==> src/hdl/dbf_pkg.sv <==
// Shared constants, types and helpers of the deblocking edge filter.
package dbf_pkg;

    // Sample depth that the thresholds and clip limits are scaled to
    localparam int PIXEL_BITS  = 8;
    localparam int DEPTH_SHIFT = PIXEL_BITS - 8;

    // Field widths
    localparam int PIX_W = 8;
    localparam int CB_W  = 6;

    // Derived internal widths
    localparam int THR_W = PIX_W + DEPTH_SHIFT;         // scaled alpha and beta
    localparam int TC_W  = CB_W + DEPTH_SHIFT + 1;      // clip limit plus side growth
    localparam int SUM_W = PIX_W + 4;                   // raw delta numerator
    localparam int D_W   = PIX_W + 1;                   // delta after the divide by 8
    localparam int CMP_W = (TC_W > D_W) ? TC_W : D_W;   // clamp compare width
    localparam int S_W   = PIX_W + 3;                   // smoothing tap sums

    // Saturation limit of the normal-mode p0/q0 results
    localparam int PIX_MAX_RAW = (1 << PIXEL_BITS) - 1;
    localparam int PIX_LIM     = (PIX_MAX_RAW < 255) ? PIX_MAX_RAW : 255;

    typedef enum logic [1:0] {
        OP_LUMA_NORMAL   = 2'd0,
        OP_LUMA_STRONG   = 2'd1,
        OP_CHROMA_NORMAL = 2'd2,
        OP_CHROMA_STRONG = 2'd3
    } t_op;

    typedef logic        [PIX_W-1:0] t_pix;
    typedef logic        [THR_W-1:0] t_thr;
    typedef logic        [THR_W:0]   t_near;
    typedef logic signed [TC_W-1:0]  t_tc;
    typedef logic signed [CMP_W-1:0] t_cmp;
    typedef logic signed [SUM_W-1:0] t_sum;
    typedef logic signed [D_W-1:0]   t_d;
    typedef logic signed [D_W:0]     t_v0;
    typedef logic        [S_W-1:0]   t_acc;

    // One request as it enters the pipeline
    typedef struct packed {
        t_op                    op;
        t_pix                   p3;
        t_pix                   p2;
        t_pix                   p1;
        t_pix                   p0;
        t_pix                   q0;
        t_pix                   q1;
        t_pix                   q2;
        t_pix                   q3;
        t_pix                   alpha;
        t_pix                   beta;
        logic signed [CB_W-1:0] clip_base;
    } t_line;

    // Outcome of the gradient and limit tests
    typedef struct packed {
        logic edge_ok;
        logic p_side;
        logic q_side;
        logic near;
        logic luma_ok;
        logic chroma_ok;
    } t_flags;

    typedef struct packed {
        t_op    op;
        t_flags flags;
        t_pix   p2;
        t_pix   p1;
        t_pix   p0;
        t_pix   q0;
        t_pix   q1;
        t_pix   q2;
        t_tc    tco;
        t_tc    tc;
        t_pix   avg;
        t_d     d_raw;
        t_pix   sp2;
        t_pix   sp1;
        t_pix   sp0;
        t_pix   sq0;
        t_pix   sq1;
        t_pix   sq2;
        t_pix   wp0;
        t_pix   wq0;
    } t_s1;

    typedef struct packed {
        t_op    op;
        t_flags flags;
        t_pix   p2;
        t_pix   p1;
        t_pix   p0;
        t_pix   q0;
        t_pix   q1;
        t_pix   q2;
        t_pix   np1;
        t_pix   nq1;
        t_d     d;
        t_pix   st_p2;
        t_pix   st_p1;
        t_pix   st_p0;
        t_pix   st_q0;
        t_pix   st_q1;
        t_pix   st_q2;
        t_pix   wp0;
        t_pix   wq0;
    } t_s2;

    typedef struct packed {
        t_pix p2;
        t_pix p1;
        t_pix p0;
        t_pix q0;
        t_pix q1;
        t_pix q2;
        logic filtered;
    } t_res;

    function automatic t_pix absd(input t_pix a, input t_pix b);
        return (a > b) ? (a - b) : (b - a);
    endfunction

endpackage

==> src/hdl/dbf_if.sv <==
// Request and result channel interfaces of the deblocking edge filter.
interface dbf_line_if;
    logic                            valid;
    logic                            ready;
    logic [1:0]                      op;
    dbf_pkg::t_pix                   p3_in;
    dbf_pkg::t_pix                   p2_in;
    dbf_pkg::t_pix                   p1_in;
    dbf_pkg::t_pix                   p0_in;
    dbf_pkg::t_pix                   q0_in;
    dbf_pkg::t_pix                   q1_in;
    dbf_pkg::t_pix                   q2_in;
    dbf_pkg::t_pix                   q3_in;
    dbf_pkg::t_pix                   edge_alpha;
    dbf_pkg::t_pix                   edge_beta;
    logic signed [dbf_pkg::CB_W-1:0] clip_base;

    modport source (
        output valid, op, p3_in, p2_in, p1_in, p0_in, q0_in, q1_in, q2_in, q3_in,
               edge_alpha, edge_beta, clip_base,
        input  ready
    );
    modport sink (
        input  valid, op, p3_in, p2_in, p1_in, p0_in, q0_in, q1_in, q2_in, q3_in,
               edge_alpha, edge_beta, clip_base,
        output ready
    );
endinterface

interface dbf_res_if;
    logic          valid;
    logic          ready;
    dbf_pkg::t_pix p2_out;
    dbf_pkg::t_pix p1_out;
    dbf_pkg::t_pix p0_out;
    dbf_pkg::t_pix q0_out;
    dbf_pkg::t_pix q1_out;
    dbf_pkg::t_pix q2_out;
    logic          filtered;

    modport source (
        output valid, p2_out, p1_out, p0_out, q0_out, q1_out, q2_out, filtered,
        input  ready
    );
    modport sink (
        input  valid, p2_out, p1_out, p0_out, q0_out, q1_out, q2_out, filtered,
        output ready
    );
endinterface

==> src/hdl/dbf_grad.sv <==
// Stage 1: gradient tests, clip limits, raw delta and smoothing taps.
module dbf_grad (
    input  logic           i_clk,
    input  logic           i_rst_n,
    input  logic           i_en,
    input  logic           i_valid,
    input  dbf_pkg::t_line i_data,
    output logic           o_valid,
    output dbf_pkg::t_s1   o_data
);
    dbf_pkg::t_thr w_alpha;
    dbf_pkg::t_thr w_beta;
    dbf_pkg::t_tc  w_tco;
    dbf_pkg::t_tc  w_tc_luma;
    dbf_pkg::t_tc  w_tc_chroma;
    dbf_pkg::t_sum w_dsum;
    logic          w_edge;
    logic          w_p_side;
    logic          w_q_side;
    logic          w_near;
    dbf_pkg::t_s1  n_data;
    dbf_pkg::t_s1  r_data;
    logic          r_valid;

    // Scale the thresholds to the sample depth
    assign w_alpha = dbf_pkg::t_thr'(i_data.alpha) << dbf_pkg::DEPTH_SHIFT;
    assign w_beta  = dbf_pkg::t_thr'(i_data.beta) << dbf_pkg::DEPTH_SHIFT;

    // Check the edge step and the inner gradients
    assign w_edge =
        (dbf_pkg::t_thr'(dbf_pkg::absd(i_data.p0, i_data.q0)) < w_alpha) &&
        (dbf_pkg::t_thr'(dbf_pkg::absd(i_data.p1, i_data.p0)) < w_beta) &&
        (dbf_pkg::t_thr'(dbf_pkg::absd(i_data.q1, i_data.q0)) < w_beta);
    assign w_p_side = dbf_pkg::t_thr'(dbf_pkg::absd(i_data.p2, i_data.p0)) < w_beta;
    assign w_q_side = dbf_pkg::t_thr'(dbf_pkg::absd(i_data.q2, i_data.q0)) < w_beta;
    assign w_near   = dbf_pkg::t_near'(dbf_pkg::absd(i_data.p0, i_data.q0)) <
                      (dbf_pkg::t_near'(w_alpha >> 2) + dbf_pkg::t_near'(2));

    // Build the clip limits; luma grows by one per smooth side
    assign w_tco       = dbf_pkg::t_tc'(i_data.clip_base) <<< dbf_pkg::DEPTH_SHIFT;
    assign w_tc_luma   = w_tco + dbf_pkg::t_tc'(w_p_side) + dbf_pkg::t_tc'(w_q_side);
    assign w_tc_chroma = ((dbf_pkg::t_tc'(i_data.clip_base) - dbf_pkg::t_tc'(1))
                          <<< dbf_pkg::DEPTH_SHIFT) + dbf_pkg::t_tc'(1);

    // Form the raw delta numerator
    assign w_dsum = ((dbf_pkg::t_sum'(i_data.q0) - dbf_pkg::t_sum'(i_data.p0)) <<< 2) +
                    dbf_pkg::t_sum'(i_data.p1) - dbf_pkg::t_sum'(i_data.q1) +
                    dbf_pkg::t_sum'(4);

    // Collect everything the next stage needs
    always_comb begin
        n_data.op              = i_data.op;
        n_data.flags.edge_ok   = w_edge;
        n_data.flags.p_side    = w_p_side;
        n_data.flags.q_side    = w_q_side;
        n_data.flags.near      = w_near;
        n_data.flags.luma_ok   = !i_data.clip_base[dbf_pkg::CB_W-1];
        n_data.flags.chroma_ok = !i_data.clip_base[dbf_pkg::CB_W-1] &&
                                 (i_data.clip_base != '0);
        n_data.p2    = i_data.p2;
        n_data.p1    = i_data.p1;
        n_data.p0    = i_data.p0;
        n_data.q0    = i_data.q0;
        n_data.q1    = i_data.q1;
        n_data.q2    = i_data.q2;
        n_data.tco   = w_tco;
        n_data.tc    = (i_data.op == dbf_pkg::OP_CHROMA_NORMAL) ? w_tc_chroma : w_tc_luma;
        n_data.avg   = dbf_pkg::t_pix'((dbf_pkg::t_acc'(i_data.p0) +
                                        dbf_pkg::t_acc'(i_data.q0) +
                                        dbf_pkg::t_acc'(1)) >> 1);
        n_data.d_raw = dbf_pkg::t_d'(w_dsum >>> 3);
        // Strong smoothing taps
        n_data.sp0 = dbf_pkg::t_pix'((dbf_pkg::t_acc'(i_data.p2) +
                                      (dbf_pkg::t_acc'(i_data.p1) << 1) +
                                      (dbf_pkg::t_acc'(i_data.p0) << 1) +
                                      (dbf_pkg::t_acc'(i_data.q0) << 1) +
                                      dbf_pkg::t_acc'(i_data.q1) +
                                      dbf_pkg::t_acc'(4)) >> 3);
        n_data.sp1 = dbf_pkg::t_pix'((dbf_pkg::t_acc'(i_data.p2) +
                                      dbf_pkg::t_acc'(i_data.p1) +
                                      dbf_pkg::t_acc'(i_data.p0) +
                                      dbf_pkg::t_acc'(i_data.q0) +
                                      dbf_pkg::t_acc'(2)) >> 2);
        n_data.sp2 = dbf_pkg::t_pix'(((dbf_pkg::t_acc'(i_data.p3) << 1) +
                                      (dbf_pkg::t_acc'(i_data.p2) << 1) +
                                      dbf_pkg::t_acc'(i_data.p2) +
                                      dbf_pkg::t_acc'(i_data.p1) +
                                      dbf_pkg::t_acc'(i_data.p0) +
                                      dbf_pkg::t_acc'(i_data.q0) +
                                      dbf_pkg::t_acc'(4)) >> 3);
        n_data.sq0 = dbf_pkg::t_pix'((dbf_pkg::t_acc'(i_data.p1) +
                                      (dbf_pkg::t_acc'(i_data.p0) << 1) +
                                      (dbf_pkg::t_acc'(i_data.q0) << 1) +
                                      (dbf_pkg::t_acc'(i_data.q1) << 1) +
                                      dbf_pkg::t_acc'(i_data.q2) +
                                      dbf_pkg::t_acc'(4)) >> 3);
        n_data.sq1 = dbf_pkg::t_pix'((dbf_pkg::t_acc'(i_data.p0) +
                                      dbf_pkg::t_acc'(i_data.q0) +
                                      dbf_pkg::t_acc'(i_data.q1) +
                                      dbf_pkg::t_acc'(i_data.q2) +
                                      dbf_pkg::t_acc'(2)) >> 2);
        n_data.sq2 = dbf_pkg::t_pix'(((dbf_pkg::t_acc'(i_data.q3) << 1) +
                                      (dbf_pkg::t_acc'(i_data.q2) << 1) +
                                      dbf_pkg::t_acc'(i_data.q2) +
                                      dbf_pkg::t_acc'(i_data.q1) +
                                      dbf_pkg::t_acc'(i_data.q0) +
                                      dbf_pkg::t_acc'(i_data.p0) +
                                      dbf_pkg::t_acc'(4)) >> 3);
        // Three-tap taps for the weak intra case
        n_data.wp0 = dbf_pkg::t_pix'(((dbf_pkg::t_acc'(i_data.p1) << 1) +
                                      dbf_pkg::t_acc'(i_data.p0) +
                                      dbf_pkg::t_acc'(i_data.q1) +
                                      dbf_pkg::t_acc'(2)) >> 2);
        n_data.wq0 = dbf_pkg::t_pix'(((dbf_pkg::t_acc'(i_data.q1) << 1) +
                                      dbf_pkg::t_acc'(i_data.q0) +
                                      dbf_pkg::t_acc'(i_data.p1) +
                                      dbf_pkg::t_acc'(2)) >> 2);
    end

    // Advance the valid bit when the stage moves
    always_ff @(posedge i_clk) begin
        if (!i_rst_n) begin
            r_valid <= 1'b0;
        end else if (i_en) begin
            r_valid <= i_valid;
        end
    end

    // Load the payload when the stage moves
    always_ff @(posedge i_clk) begin
        if (i_en) begin
            r_data <= n_data;
        end
    end

    assign o_valid = r_valid;
    assign o_data  = r_data;

endmodule

==> src/hdl/dbf_clip.sv <==
// Stage 2: clip the p1/q1 corrections and the p0/q0 delta, pick strong taps.
module dbf_clip (
    input  logic         i_clk,
    input  logic         i_rst_n,
    input  logic         i_en,
    input  logic         i_valid,
    input  dbf_pkg::t_s1 i_data,
    output logic         o_valid,
    output dbf_pkg::t_s2 o_data
);
    dbf_pkg::t_pix w_tp;
    dbf_pkg::t_pix w_tq;
    dbf_pkg::t_cmp w_dp;
    dbf_pkg::t_cmp w_dq;
    dbf_pkg::t_cmp w_tco;
    dbf_pkg::t_cmp w_cp;
    dbf_pkg::t_cmp w_cq;
    dbf_pkg::t_cmp w_dr;
    dbf_pkg::t_cmp w_tc;
    dbf_pkg::t_cmp w_dc;
    logic          w_sp;
    logic          w_sq;
    dbf_pkg::t_s2  n_data;
    dbf_pkg::t_s2  r_data;
    logic          r_valid;

    // Target of the p1/q1 correction
    assign w_tp = dbf_pkg::t_pix'((dbf_pkg::t_acc'(i_data.p2) +
                                   dbf_pkg::t_acc'(i_data.avg)) >> 1);
    assign w_tq = dbf_pkg::t_pix'((dbf_pkg::t_acc'(i_data.q2) +
                                   dbf_pkg::t_acc'(i_data.avg)) >> 1);
    assign w_dp = dbf_pkg::t_cmp'(w_tp) - dbf_pkg::t_cmp'(i_data.p1);
    assign w_dq = dbf_pkg::t_cmp'(w_tq) - dbf_pkg::t_cmp'(i_data.q1);

    // Clamp the side corrections to the base limit
    assign w_tco = dbf_pkg::t_cmp'(i_data.tco);
    assign w_cp  = (w_dp < -w_tco) ? -w_tco : ((w_dp > w_tco) ? w_tco : w_dp);
    assign w_cq  = (w_dq < -w_tco) ? -w_tco : ((w_dq > w_tco) ? w_tco : w_dq);

    // Clamp the edge delta to the grown limit
    assign w_dr = dbf_pkg::t_cmp'(i_data.d_raw);
    assign w_tc = dbf_pkg::t_cmp'(i_data.tc);
    assign w_dc = (w_dr < -w_tc) ? -w_tc : ((w_dr > w_tc) ? w_tc : w_dr);

    // Strong filtering of a side needs a small step and a smooth side
    assign w_sp = i_data.flags.near && i_data.flags.p_side;
    assign w_sq = i_data.flags.near && i_data.flags.q_side;

    always_comb begin
        n_data.op    = i_data.op;
        n_data.flags = i_data.flags;
        n_data.p2    = i_data.p2;
        n_data.p1    = i_data.p1;
        n_data.p0    = i_data.p0;
        n_data.q0    = i_data.q0;
        n_data.q1    = i_data.q1;
        n_data.q2    = i_data.q2;
        n_data.np1   = i_data.flags.p_side ?
                       dbf_pkg::t_pix'(dbf_pkg::t_cmp'(i_data.p1) + w_cp) : i_data.p1;
        n_data.nq1   = i_data.flags.q_side ?
                       dbf_pkg::t_pix'(dbf_pkg::t_cmp'(i_data.q1) + w_cq) : i_data.q1;
        n_data.d     = dbf_pkg::t_d'(w_dc);
        n_data.st_p2 = w_sp ? i_data.sp2 : i_data.p2;
        n_data.st_p1 = w_sp ? i_data.sp1 : i_data.p1;
        n_data.st_p0 = w_sp ? i_data.sp0 : i_data.wp0;
        n_data.st_q0 = w_sq ? i_data.sq0 : i_data.wq0;
        n_data.st_q1 = w_sq ? i_data.sq1 : i_data.q1;
        n_data.st_q2 = w_sq ? i_data.sq2 : i_data.q2;
        n_data.wp0   = i_data.wp0;
        n_data.wq0   = i_data.wq0;
    end

    // Advance the valid bit when the stage moves
    always_ff @(posedge i_clk) begin
        if (!i_rst_n) begin
            r_valid <= 1'b0;
        end else if (i_en) begin
            r_valid <= i_valid;
        end
    end

    // Load the payload when the stage moves
    always_ff @(posedge i_clk) begin
        if (i_en) begin
            r_data <= n_data;
        end
    end

    assign o_valid = r_valid;
    assign o_data  = r_data;

endmodule

==> src/hdl/dbf_apply.sv <==
// Stage 3: apply the delta with saturation and select the result per mode.
module dbf_apply (
    input  logic          i_clk,
    input  logic          i_rst_n,
    input  logic          i_en,
    input  logic          i_valid,
    input  dbf_pkg::t_s2  i_data,
    output logic          o_valid,
    output dbf_pkg::t_res o_data
);
    dbf_pkg::t_v0  w_vp;
    dbf_pkg::t_v0  w_vq;
    dbf_pkg::t_v0  w_lim;
    dbf_pkg::t_pix w_cp0;
    dbf_pkg::t_pix w_cq0;
    dbf_pkg::t_res n_data;
    dbf_pkg::t_res r_data;
    logic          r_valid;

    // Move p0 and q0 by the delta and saturate
    assign w_lim = dbf_pkg::t_v0'(dbf_pkg::PIX_LIM);
    assign w_vp  = dbf_pkg::t_v0'(i_data.p0) + dbf_pkg::t_v0'(i_data.d);
    assign w_vq  = dbf_pkg::t_v0'(i_data.q0) - dbf_pkg::t_v0'(i_data.d);
    assign w_cp0 = (w_vp < dbf_pkg::t_v0'(0)) ? '0 :
                   ((w_vp > w_lim) ? dbf_pkg::t_pix'(w_lim) : dbf_pkg::t_pix'(w_vp));
    assign w_cq0 = (w_vq < dbf_pkg::t_v0'(0)) ? '0 :
                   ((w_vq > w_lim) ? dbf_pkg::t_pix'(w_lim) : dbf_pkg::t_pix'(w_vq));

    // Select the result; untouched pixels pass through
    always_comb begin
        n_data.p2       = i_data.p2;
        n_data.p1       = i_data.p1;
        n_data.p0       = i_data.p0;
        n_data.q0       = i_data.q0;
        n_data.q1       = i_data.q1;
        n_data.q2       = i_data.q2;
        n_data.filtered = 1'b0;
        case (i_data.op)
            dbf_pkg::OP_LUMA_NORMAL: begin
                if (i_data.flags.luma_ok && i_data.flags.edge_ok) begin
                    n_data.p1       = i_data.np1;
                    n_data.p0       = w_cp0;
                    n_data.q0       = w_cq0;
                    n_data.q1       = i_data.nq1;
                    n_data.filtered = 1'b1;
                end
            end
            dbf_pkg::OP_LUMA_STRONG: begin
                if (i_data.flags.edge_ok) begin
                    n_data.p2       = i_data.st_p2;
                    n_data.p1       = i_data.st_p1;
                    n_data.p0       = i_data.st_p0;
                    n_data.q0       = i_data.st_q0;
                    n_data.q1       = i_data.st_q1;
                    n_data.q2       = i_data.st_q2;
                    n_data.filtered = 1'b1;
                end
            end
            dbf_pkg::OP_CHROMA_NORMAL: begin
                if (i_data.flags.chroma_ok && i_data.flags.edge_ok) begin
                    n_data.p0       = w_cp0;
                    n_data.q0       = w_cq0;
                    n_data.filtered = 1'b1;
                end
            end
            dbf_pkg::OP_CHROMA_STRONG: begin
                if (i_data.flags.edge_ok) begin
                    n_data.p0       = i_data.wp0;
                    n_data.q0       = i_data.wq0;
                    n_data.filtered = 1'b1;
                end
            end
            default: begin
                n_data.filtered = 1'b0;
            end
        endcase
    end

    // Advance the valid bit when the output slot moves
    always_ff @(posedge i_clk) begin
        if (!i_rst_n) begin
            r_valid <= 1'b0;
        end else if (i_en) begin
            r_valid <= i_valid;
        end
    end

    // Load the result when the output slot moves
    always_ff @(posedge i_clk) begin
        if (i_en) begin
            r_data <= n_data;
        end
    end

    assign o_valid = r_valid;
    assign o_data  = r_data;

endmodule

==> src/hdl/deblocking_edge_filter.sv <==
// Top level of the deblocking edge filter: three-stage pipeline and its flow control.
//
// Usage:
//   i_line carries one request per line of eight pixels across a block edge
//   (p3..q3), with alpha, beta, the clip limit and the filter mode. o_line
//   returns p2..q2, filtered or passed through, and the filtered flag.
//   Both channels move a request at a clock edge where valid and ready are high.
// Pipeline: a request passes the gradient tests, the clipping, and the
//   saturation and select, one register stage each, in that order.
// Throughput: one request per cycle while o_line.ready is high; every stage
//   holds one request and nothing in the datapath iterates.
// Stall: the last stage is the output register. Each stage advances when it
//   is empty or the stage after it advances, so bubbles close up and a
//   request is taken while a finished result still waits; with all three
//   stages full and o_line.ready low, i_line.ready drops.
// Reset: i_rst_n is synchronous and active low; it empties all stages, and
//   i_line.ready is high in the first cycle after reset.
module deblocking_edge_filter (
    input  logic       i_clk,
    input  logic       i_rst_n,
    dbf_line_if.sink   i_line,
    dbf_res_if.source  o_line
);
    dbf_pkg::t_line w_line;
    dbf_pkg::t_s1   w_s1;
    dbf_pkg::t_s2   w_s2;
    dbf_pkg::t_res  w_res;
    logic           w_v1;
    logic           w_v2;
    logic           w_v3;
    logic           w_en1;
    logic           w_en2;
    logic           w_en3;
    logic           w_in_acc;

    // Move a stage when it is empty or the one after it moves
    assign w_en3    = !w_v3 || o_line.ready;
    assign w_en2    = !w_v2 || w_en3;
    assign w_en1    = !w_v1 || w_en2;
    assign w_in_acc = i_line.valid && w_en1;

    assign i_line.ready = w_en1;

    // Gather the request fields
    always_comb begin
        w_line.op        = dbf_pkg::t_op'(i_line.op);
        w_line.p3        = i_line.p3_in;
        w_line.p2        = i_line.p2_in;
        w_line.p1        = i_line.p1_in;
        w_line.p0        = i_line.p0_in;
        w_line.q0        = i_line.q0_in;
        w_line.q1        = i_line.q1_in;
        w_line.q2        = i_line.q2_in;
        w_line.q3        = i_line.q3_in;
        w_line.alpha     = i_line.edge_alpha;
        w_line.beta      = i_line.edge_beta;
        w_line.clip_base = i_line.clip_base;
    end

    dbf_grad u_grad (
        .i_clk   (i_clk),
        .i_rst_n (i_rst_n),
        .i_en    (w_en1),
        .i_valid (i_line.valid),
        .i_data  (w_line),
        .o_valid (w_v1),
        .o_data  (w_s1)
    );

    dbf_clip u_clip (
        .i_clk   (i_clk),
        .i_rst_n (i_rst_n),
        .i_en    (w_en2),
        .i_valid (w_v1),
        .i_data  (w_s1),
        .o_valid (w_v2),
        .o_data  (w_s2)
    );

    dbf_apply u_apply (
        .i_clk   (i_clk),
        .i_rst_n (i_rst_n),
        .i_en    (w_en3),
        .i_valid (w_v2),
        .i_data  (w_s2),
        .o_valid (w_v3),
        .o_data  (w_res)
    );

    // Drive the result channel from the output register
    assign o_line.valid    = w_v3;
    assign o_line.p2_out   = w_res.p2;
    assign o_line.p1_out   = w_res.p1;
    assign o_line.p0_out   = w_res.p0;
    assign o_line.q0_out   = w_res.q0;
    assign o_line.q1_out   = w_res.q1;
    assign o_line.q2_out   = w_res.q2;
    assign o_line.filtered = w_res.filtered;

    // Back pressure only when every stage is full and the output is stalled
    a_ready_full: assert property (@(posedge i_clk) disable iff (!i_rst_n)
        !i_line.ready |-> (w_v1 && w_v2 && w_v3 && !o_line.ready))
        else $error("input stalled while the pipeline has room");

    // A taken request lands in the first stage
    a_accept_lands: assert property (@(posedge i_clk) disable iff (!i_rst_n)
        w_in_acc |=> w_v1)
        else $error("accepted request lost at stage 1");

    // A held middle stage keeps its request
    a_stage2_hold: assert property (@(posedge i_clk) disable iff (!i_rst_n)
        (w_v2 && !w_en2) |=> w_v2)
        else $error("stalled stage 2 dropped its request");

    // A request behind a drained output moves into the output slot
    a_output_refill: assert property (@(posedge i_clk) disable iff (!i_rst_n)
        (w_v2 && w_en3) |=> o_line.valid)
        else $error("stage 2 request did not reach the output");

endmodule

==> src/flat_wrapper.sv <==
// flat-port wrapper written by rule: the top's interface ports become plain ports
module deblocking_edge_filter_flat 
  (i_clk, i_rst_n, i_line_valid, i_line_op, i_line_p3_in, i_line_p2_in, i_line_p1_in, i_line_p0_in, i_line_q0_in, i_line_q1_in, i_line_q2_in, i_line_q3_in, i_line_edge_alpha, i_line_edge_beta, i_line_clip_base, i_line_ready, o_line_valid, o_line_p2_out, o_line_p1_out, o_line_p0_out, o_line_q0_out, o_line_q1_out, o_line_q2_out, o_line_filtered, o_line_ready);
  dbf_line_if i_line_i ();
  dbf_res_if o_line_i ();
  input  logic i_clk;
  input  logic i_rst_n;
  input wire logic [$bits(i_line_i.valid)-1:0] i_line_valid;
  input wire logic [$bits(i_line_i.op)-1:0] i_line_op;
  input wire logic [$bits(i_line_i.p3_in)-1:0] i_line_p3_in;
  input wire logic [$bits(i_line_i.p2_in)-1:0] i_line_p2_in;
  input wire logic [$bits(i_line_i.p1_in)-1:0] i_line_p1_in;
  input wire logic [$bits(i_line_i.p0_in)-1:0] i_line_p0_in;
  input wire logic [$bits(i_line_i.q0_in)-1:0] i_line_q0_in;
  input wire logic [$bits(i_line_i.q1_in)-1:0] i_line_q1_in;
  input wire logic [$bits(i_line_i.q2_in)-1:0] i_line_q2_in;
  input wire logic [$bits(i_line_i.q3_in)-1:0] i_line_q3_in;
  input wire logic [$bits(i_line_i.edge_alpha)-1:0] i_line_edge_alpha;
  input wire logic [$bits(i_line_i.edge_beta)-1:0] i_line_edge_beta;
  input wire logic [$bits(i_line_i.clip_base)-1:0] i_line_clip_base;
  output wire logic [$bits(i_line_i.ready)-1:0] i_line_ready;
  output wire logic [$bits(o_line_i.valid)-1:0] o_line_valid;
  output wire logic [$bits(o_line_i.p2_out)-1:0] o_line_p2_out;
  output wire logic [$bits(o_line_i.p1_out)-1:0] o_line_p1_out;
  output wire logic [$bits(o_line_i.p0_out)-1:0] o_line_p0_out;
  output wire logic [$bits(o_line_i.q0_out)-1:0] o_line_q0_out;
  output wire logic [$bits(o_line_i.q1_out)-1:0] o_line_q1_out;
  output wire logic [$bits(o_line_i.q2_out)-1:0] o_line_q2_out;
  output wire logic [$bits(o_line_i.filtered)-1:0] o_line_filtered;
  input wire logic [$bits(o_line_i.ready)-1:0] o_line_ready;
  assign i_line_i.valid = i_line_valid;
  assign i_line_i.op = i_line_op;
  assign i_line_i.p3_in = i_line_p3_in;
  assign i_line_i.p2_in = i_line_p2_in;
  assign i_line_i.p1_in = i_line_p1_in;
  assign i_line_i.p0_in = i_line_p0_in;
  assign i_line_i.q0_in = i_line_q0_in;
  assign i_line_i.q1_in = i_line_q1_in;
  assign i_line_i.q2_in = i_line_q2_in;
  assign i_line_i.q3_in = i_line_q3_in;
  assign i_line_i.edge_alpha = i_line_edge_alpha;
  assign i_line_i.edge_beta = i_line_edge_beta;
  assign i_line_i.clip_base = i_line_clip_base;
  assign i_line_ready = i_line_i.ready;
  assign o_line_valid = o_line_i.valid;
  assign o_line_p2_out = o_line_i.p2_out;
  assign o_line_p1_out = o_line_i.p1_out;
  assign o_line_p0_out = o_line_i.p0_out;
  assign o_line_q0_out = o_line_i.q0_out;
  assign o_line_q1_out = o_line_i.q1_out;
  assign o_line_q2_out = o_line_i.q2_out;
  assign o_line_filtered = o_line_i.filtered;
  assign o_line_i.ready = o_line_ready;
  deblocking_edge_filter u_core (.i_clk(i_clk), .i_rst_n(i_rst_n), .i_line(i_line_i), .o_line(o_line_i));
endmodule
==> config.mk <==
export PLATFORM = sky130hd
export DESIGN_NAME = deblocking_edge_filter_flat
export DESIGN_NICKNAME = d
export VERILOG_FILES = /design/src/hdl/dbf_pkg.sv /design/src/hdl/dbf_if.sv /design/src/hdl/dbf_grad.sv /design/src/hdl/dbf_clip.sv /design/src/hdl/dbf_apply.sv /design/src/hdl/deblocking_edge_filter.sv /design/src/flat_wrapper.sv
export SDC_FILE = /design/constraint.sdc
export NUM_CORES = 1
export LEC_CHECK = 0
export BUFFER_PORTS_ARGS = -buffer_cell sky130_fd_sc_hd__clkbuf_2
export CAP_MARGIN = 10
export CELL_PAD_IN_SITES_DETAIL_PLACEMENT = 1
export CELL_PAD_IN_SITES_GLOBAL_PLACEMENT = 1
export CORE_ASPECT_RATIO = 1.5
export CORE_MARGIN = 5
export CORE_UTILIZATION = 45
export DETAILED_ROUTE_END_ITERATION = 8
export GPL_TIMING_DRIVEN = 0
export PLACE_DENSITY = 0.73
export SLEW_MARGIN = 40
export SYNTH_ARGS = -nofsm -noshare
export SYNTH_HDL_FRONTEND = slang
export SYNTH_HIERARCHICAL = 1
export SYNTH_SLANG_ARGS = --single-unit
==> constraint.sdc <==
create_clock -name i_clk -period 20.3 [get_ports i_clk]
set_input_delay 1.015 -clock i_clk [delete_from_list [all_inputs] [get_ports i_clk]]
set_output_delay 1.015 -clock i_clk [all_outputs]
set_load 0.03 [all_outputs]
; After elaboration in Yosys (flattened, before gate mapping)
; Index checks and enable logic that the tools add are counted.
[totals]
register_bits = 344
inputBits = 92
elab_cells = 200
[op_classes]
addsub = 66
order_cmp = 21
n_eq_ne = 4
n_mux = 37
reduce_logical = 16
[op_table]
columns = operator, n
row1 = 2-to-1 mux 8 bit, 23
row2 = adder 11 x 8 -> 11 bit, 8
row3 = subtractor 8 bit, 10
row4 = one-hot mux 16 bit (4 select lines), 1
row5 = 2-to-1 mux 49 bit, 1
row6 = "adder 11 x 3 -> 11 bit, second input constant", 4
row7 = "adder 10 x 2 -> 10 bit, second input constant", 4
row8 = adder 10 x 8 -> 10 bit, 4
row9 = adder 9 x 8 -> 10 bit, 4
row10 = greater-than comparator 8 bit, 5
row11 = less-than comparator 8 bit, 5
row12 = adder 8 x 8 -> 9 bit, 4
row13 = 2-to-1 mux 16 bit, 2
row14 = 2-to-1 mux 32 bit, 1
row15 = one-hot mux 8 bit (2 select lines), 2
row16 = adder 9 x 9 -> 10 bit, 3
row17 = less-than comparator 9 bit, 3
row18 = subtractor 8 x 8 -> 9 bit, 3
row19 = adder 10 x 8 -> 11 bit, 2
row20 = adder 10 x 9 -> 11 bit, 2
row21 = adder 11 x 9 -> 11 bit, 2
row22 = adder 8 x 9 -> 10 bit, 2
row23 = "greater-than comparator 10 x 9 -> 1 bit, second input constant", 2
row24 = "less-than comparator 10 x 1 -> 1 bit, second input constant", 2
row25 = 27 further kinds, 45

; Longest topological paths before layout
[depth]
word_depth = 7
mapped_depth = 31

; Modules after synthesis
; Netlist, hierarchy kept.
[modules_own_cells]
columns = mod, instances, cells_each, area_per_inst_um2, seq_area_each_um2
row1 = dbf_grad, 1, 1357, 15366.0, 4524.3
row2 = dbf_clip, 1, 712, 8809.7, 4374.2
row3 = dbf_apply, 1, 362, 3517.1, 1491.4
row4 = deblocking_edge_filter, 1, 3, 22.5, 0.0

; Least setup slack after synthesis
; Ideal clock, no wire load.
[synth_path]
path_type = input to register
start = in o_line_ready
end = reg u_core.u_grad.r_data (netlist bit u_core/u_grad/o_data[0]), enable pin
arrival_ns = 5.469
setup_slack_ns = 12.764
cell_stages = 1
path_cell_list = nand4b_1
[synth_between]
elab_chain_cells = 3
[synth_rtl]
columns = item, line_no
row1 = "start, declared", flat_wrapper.sv:30  ; input wire logic [$bits(o_line_i.ready)-1:0] o_line_ready;
row2 = logical OR 1 bit, deblocking_edge_filter.sv:37  ; assign w_en3 = !w_v3 || o_line.ready;
row3 = logical OR 1 bit, deblocking_edge_filter.sv:38  ; assign w_en2 = !w_v2 || w_en3;
row4 = logical OR 1 bit, deblocking_edge_filter.sv:39  ; assign w_en1 = !w_v1 || w_en2;
row5 = "end signal, assigned", dbf_grad.sv:132  ; r_data <= n_data;
row6 = "end, declared", dbf_grad.sv:22  ; dbf_pkg::t_s1 r_data;
; Every way passes these cells.
; A chain may end at the register's enable or synchronous reset.

==> impl_metrics.tcl <==
set metrics [dict create \
    timing.fmax_mhz 143.3 \
    switching_share_pct 42.04 \
    relSlewSlack_pct 42.28 \
    fp.dieW_um 212.3 \
    rows 111 \
    power_density_nw_per_um2 132.3 \
    grt_max_degree 27 \
    avgSynthCellArea_sq_um 11.36 \
    rsz0062_at_grt "false" \
    cts_resized 0 \
    worstPathArrival_ns 7.29 \
    hold_class "flip-flop to flip-flop" \
    cp_top_family "compound AO/OA/AOI/OAI gates" \
    syn_nets 3032 \
    postLayoutCellArea_sq_um 30730 \
    clk_path_buf_depth 3 \
    postSynthCellCount 2431 \
    worstMarginPinSlew_ns 0.8658 \
    p_leak_uw 0.01359 \
    cts_made_buffers 35 \
    power_frac_clock_pct 15.8 \
    cts_hold_buf 0 \
    vias 20230 \
    io_buffers 142 \
    fin_crit_ns 6.980 \
    crit_top_cell "a21oi_1" \
    core-area_sq_um 60970 \
    worst_clock_skew_ns 0.03041 \
    drcViolationCount 0 \
    min_period_over_period_pct 34.38 \
    overflow 0 \
    critPathBufInv 1 \
    p_comb_share_pct 55.3 \
    whs_path_depth 0 \
    cp.required_ns 20.61 \
    critPathMaxStageDelay_ns 0.46 \
    wl_per_cell_um 26.36 \
    grt_pass1_vias 22310 \
    cts_tree "built" \
    wirelength_mm 91.13 \
    finalSetupViolCount 0 \
    critPathKind "flip-flop to flip-flop" \
    cp-end-kind "flip-flop" \
    die_height_um 313.5 \
    firstDrtPassIters 5 \
    antenna_found_initial 1 \
    power.switching_uw 1710 \
    cts_sinks 344 \
    start_kind "flip-flop" \
    postPlaceCellArea_sq_um 29610 \
    ys_warn_count 6 \
    drtAntennaViolNets 0 \
    diodes 0 \
    setup_tns_ns 0 \
    via_per_inst 5.851 \
    start_util_pct 45.31 \
    gp_congestion 0.9237 \
    cp.depth 29 \
    path_max_fanout 10 \
    cts_root_buffer "clkbuf_16" \
    syn_to_final_growth_pct 11.24 \
    critPathSlowestCell "edfxtp_1" \
    status "finished, final reports clean" \
    maxCapViolCount 0 \
    grt_util_all_layers_pct 27.18 \
    clkLatencyLatePin_ns 0.56 \
    syn_area_sq_um 27630 \
    drive_gt1_share_pct 13.50 \
    fp.dieArea_sq_um 66550 \
    seqPwrFrac_pct 28.9 \
    cts_setup_buffers 0 \
    num-nets-final 3242 \
    finalHoldViolCount 0 \
    drv_slew 0 \
    h-tree-depth 2 \
    ios 143 \
    hpwl_mm 73.94 \
    clk_pin_slew_ns 0.06 \
    peakVddDrop_mv 0.05673 \
    drtIter0Drc 1239 \
    intPower_uw 2357 \
    r2r_cells 29 \
    grt_first_pass_wirelength_mm 136.7 \
]
-- stage by stage --
stage | hold WS [ns] | instances | setup WS [ns] | util (%) | total power, uW
finish | 0.4139 | 3457 | 13.32 | 50.40 | 4067
detailed placement | 0.4063 | 3395 | 13.41 | 48.56 | 3411
CTS | 0.4093 | 3457 | 13.35 | 50.40 | 4076
floorplan | 0.4003 | 2431 | 12.76 | - | 2738
global placement | 0.4040 | 3364 | 10.13 | 48.10 | 3276
global route | 0.4131 | 3457 | 12.84 | 50.40 | 4367
-- flip-flops by register name, summed over array words and instances (netlist names) --
| signal | count |
|---|---|
| u_core/u_grad/o_data | 150 |
| u_core/u_clip/o_data | 142 |
| u_core/u_apply/o_data | 49 |
| u_core/u_apply/o_valid | 1 |
| u_core/u_clip/o_valid | 1 |
| u_core/u_grad/o_valid | 1 |
-- path summary, 6_finish.rpt --
check,from,slack [ns],to
setup / recovery,u_core/u_grad/o_data[96],13.32,u_core/u_clip/o_data[80]
hold / removal,u_core/u_grad/o_data[125],0.41,u_core/u_clip/o_data[119]
setup reg to reg,u_core/u_grad/o_data[96],13.32,u_core/u_clip/o_data[80]
hold reg to reg,u_core/u_grad/o_data[125],0.41,u_core/u_clip/o_data[119]
-- layer usage --
| layer | up-vias | part of all wire, % | global-route usage [%] |
|---|---|---|---|
| met5 | - | 0 | 0 |
| met4 | 0 | 5.8 | 12.84 |
| met3 | 229 | 3.9 | 2.775 |
| met2 | 587 | 52 | 50.02 |
| met1 | 10230 | 38 | 31.39 |
| li1 | 9179 | - | - |
-- cell usage in the layout (no fill, tap or decap), types with 11 or more instances in the layout --
master / n
nor2_1: 103
nor2b_1: 40
inv_1: 265
ha_1: 355
mux2_2: 72
a211oi_1: 22
o211ai_1: 11
a31oi_1: 12
o21ai_1: 24
clkbuf_16: 35
buf_4: 25
fa_1: 154
xnor2_1: 108
a21o_1: 62
mux2i_1: 36
a22oi_1: 25
edfxtp_1: 341
o21ai_0: 73
o21bai_1: 20
clkbuf_2: 145
o21a_1: 36
clkbuf_1: 31
xor2_1: 42
nand2_1: 124
buf_2: 11
nor3_1: 32
nand3_1: 28
nand2b_1: 29
nand4_1: 24
and2_1: 13
mux2_1: 17
a21oi_1: 147
-- power by group through the flow --
stage	combinational, uW	clock (uW)	sequential [uW]
2_1_floorplan	1560	0	1180
3_3_place_gp	2100	0	1180
3_5_place_dp	2220	0	1190
4_1_cts	2240	658	1180
5_1_grt	2480	693	1190
6_report	2250	643	1180
-- layout make-up --
cell class / instances / area [sq um]
Fill cell: 6468 / 30240
Tap cell: 791 / 989.7
Inverter: 266 / 998.5
Timing Repair Buffer: 173 / 978.4
Multi-Input combinational cell: 1776 / 16140
Sequential cell: 344 / 10300
Buffer: 45 / 197.7
Clock inverter: 22 / 229.0
Clock buffer: 40 / 894.6
(Power assumes the default switching activity.)
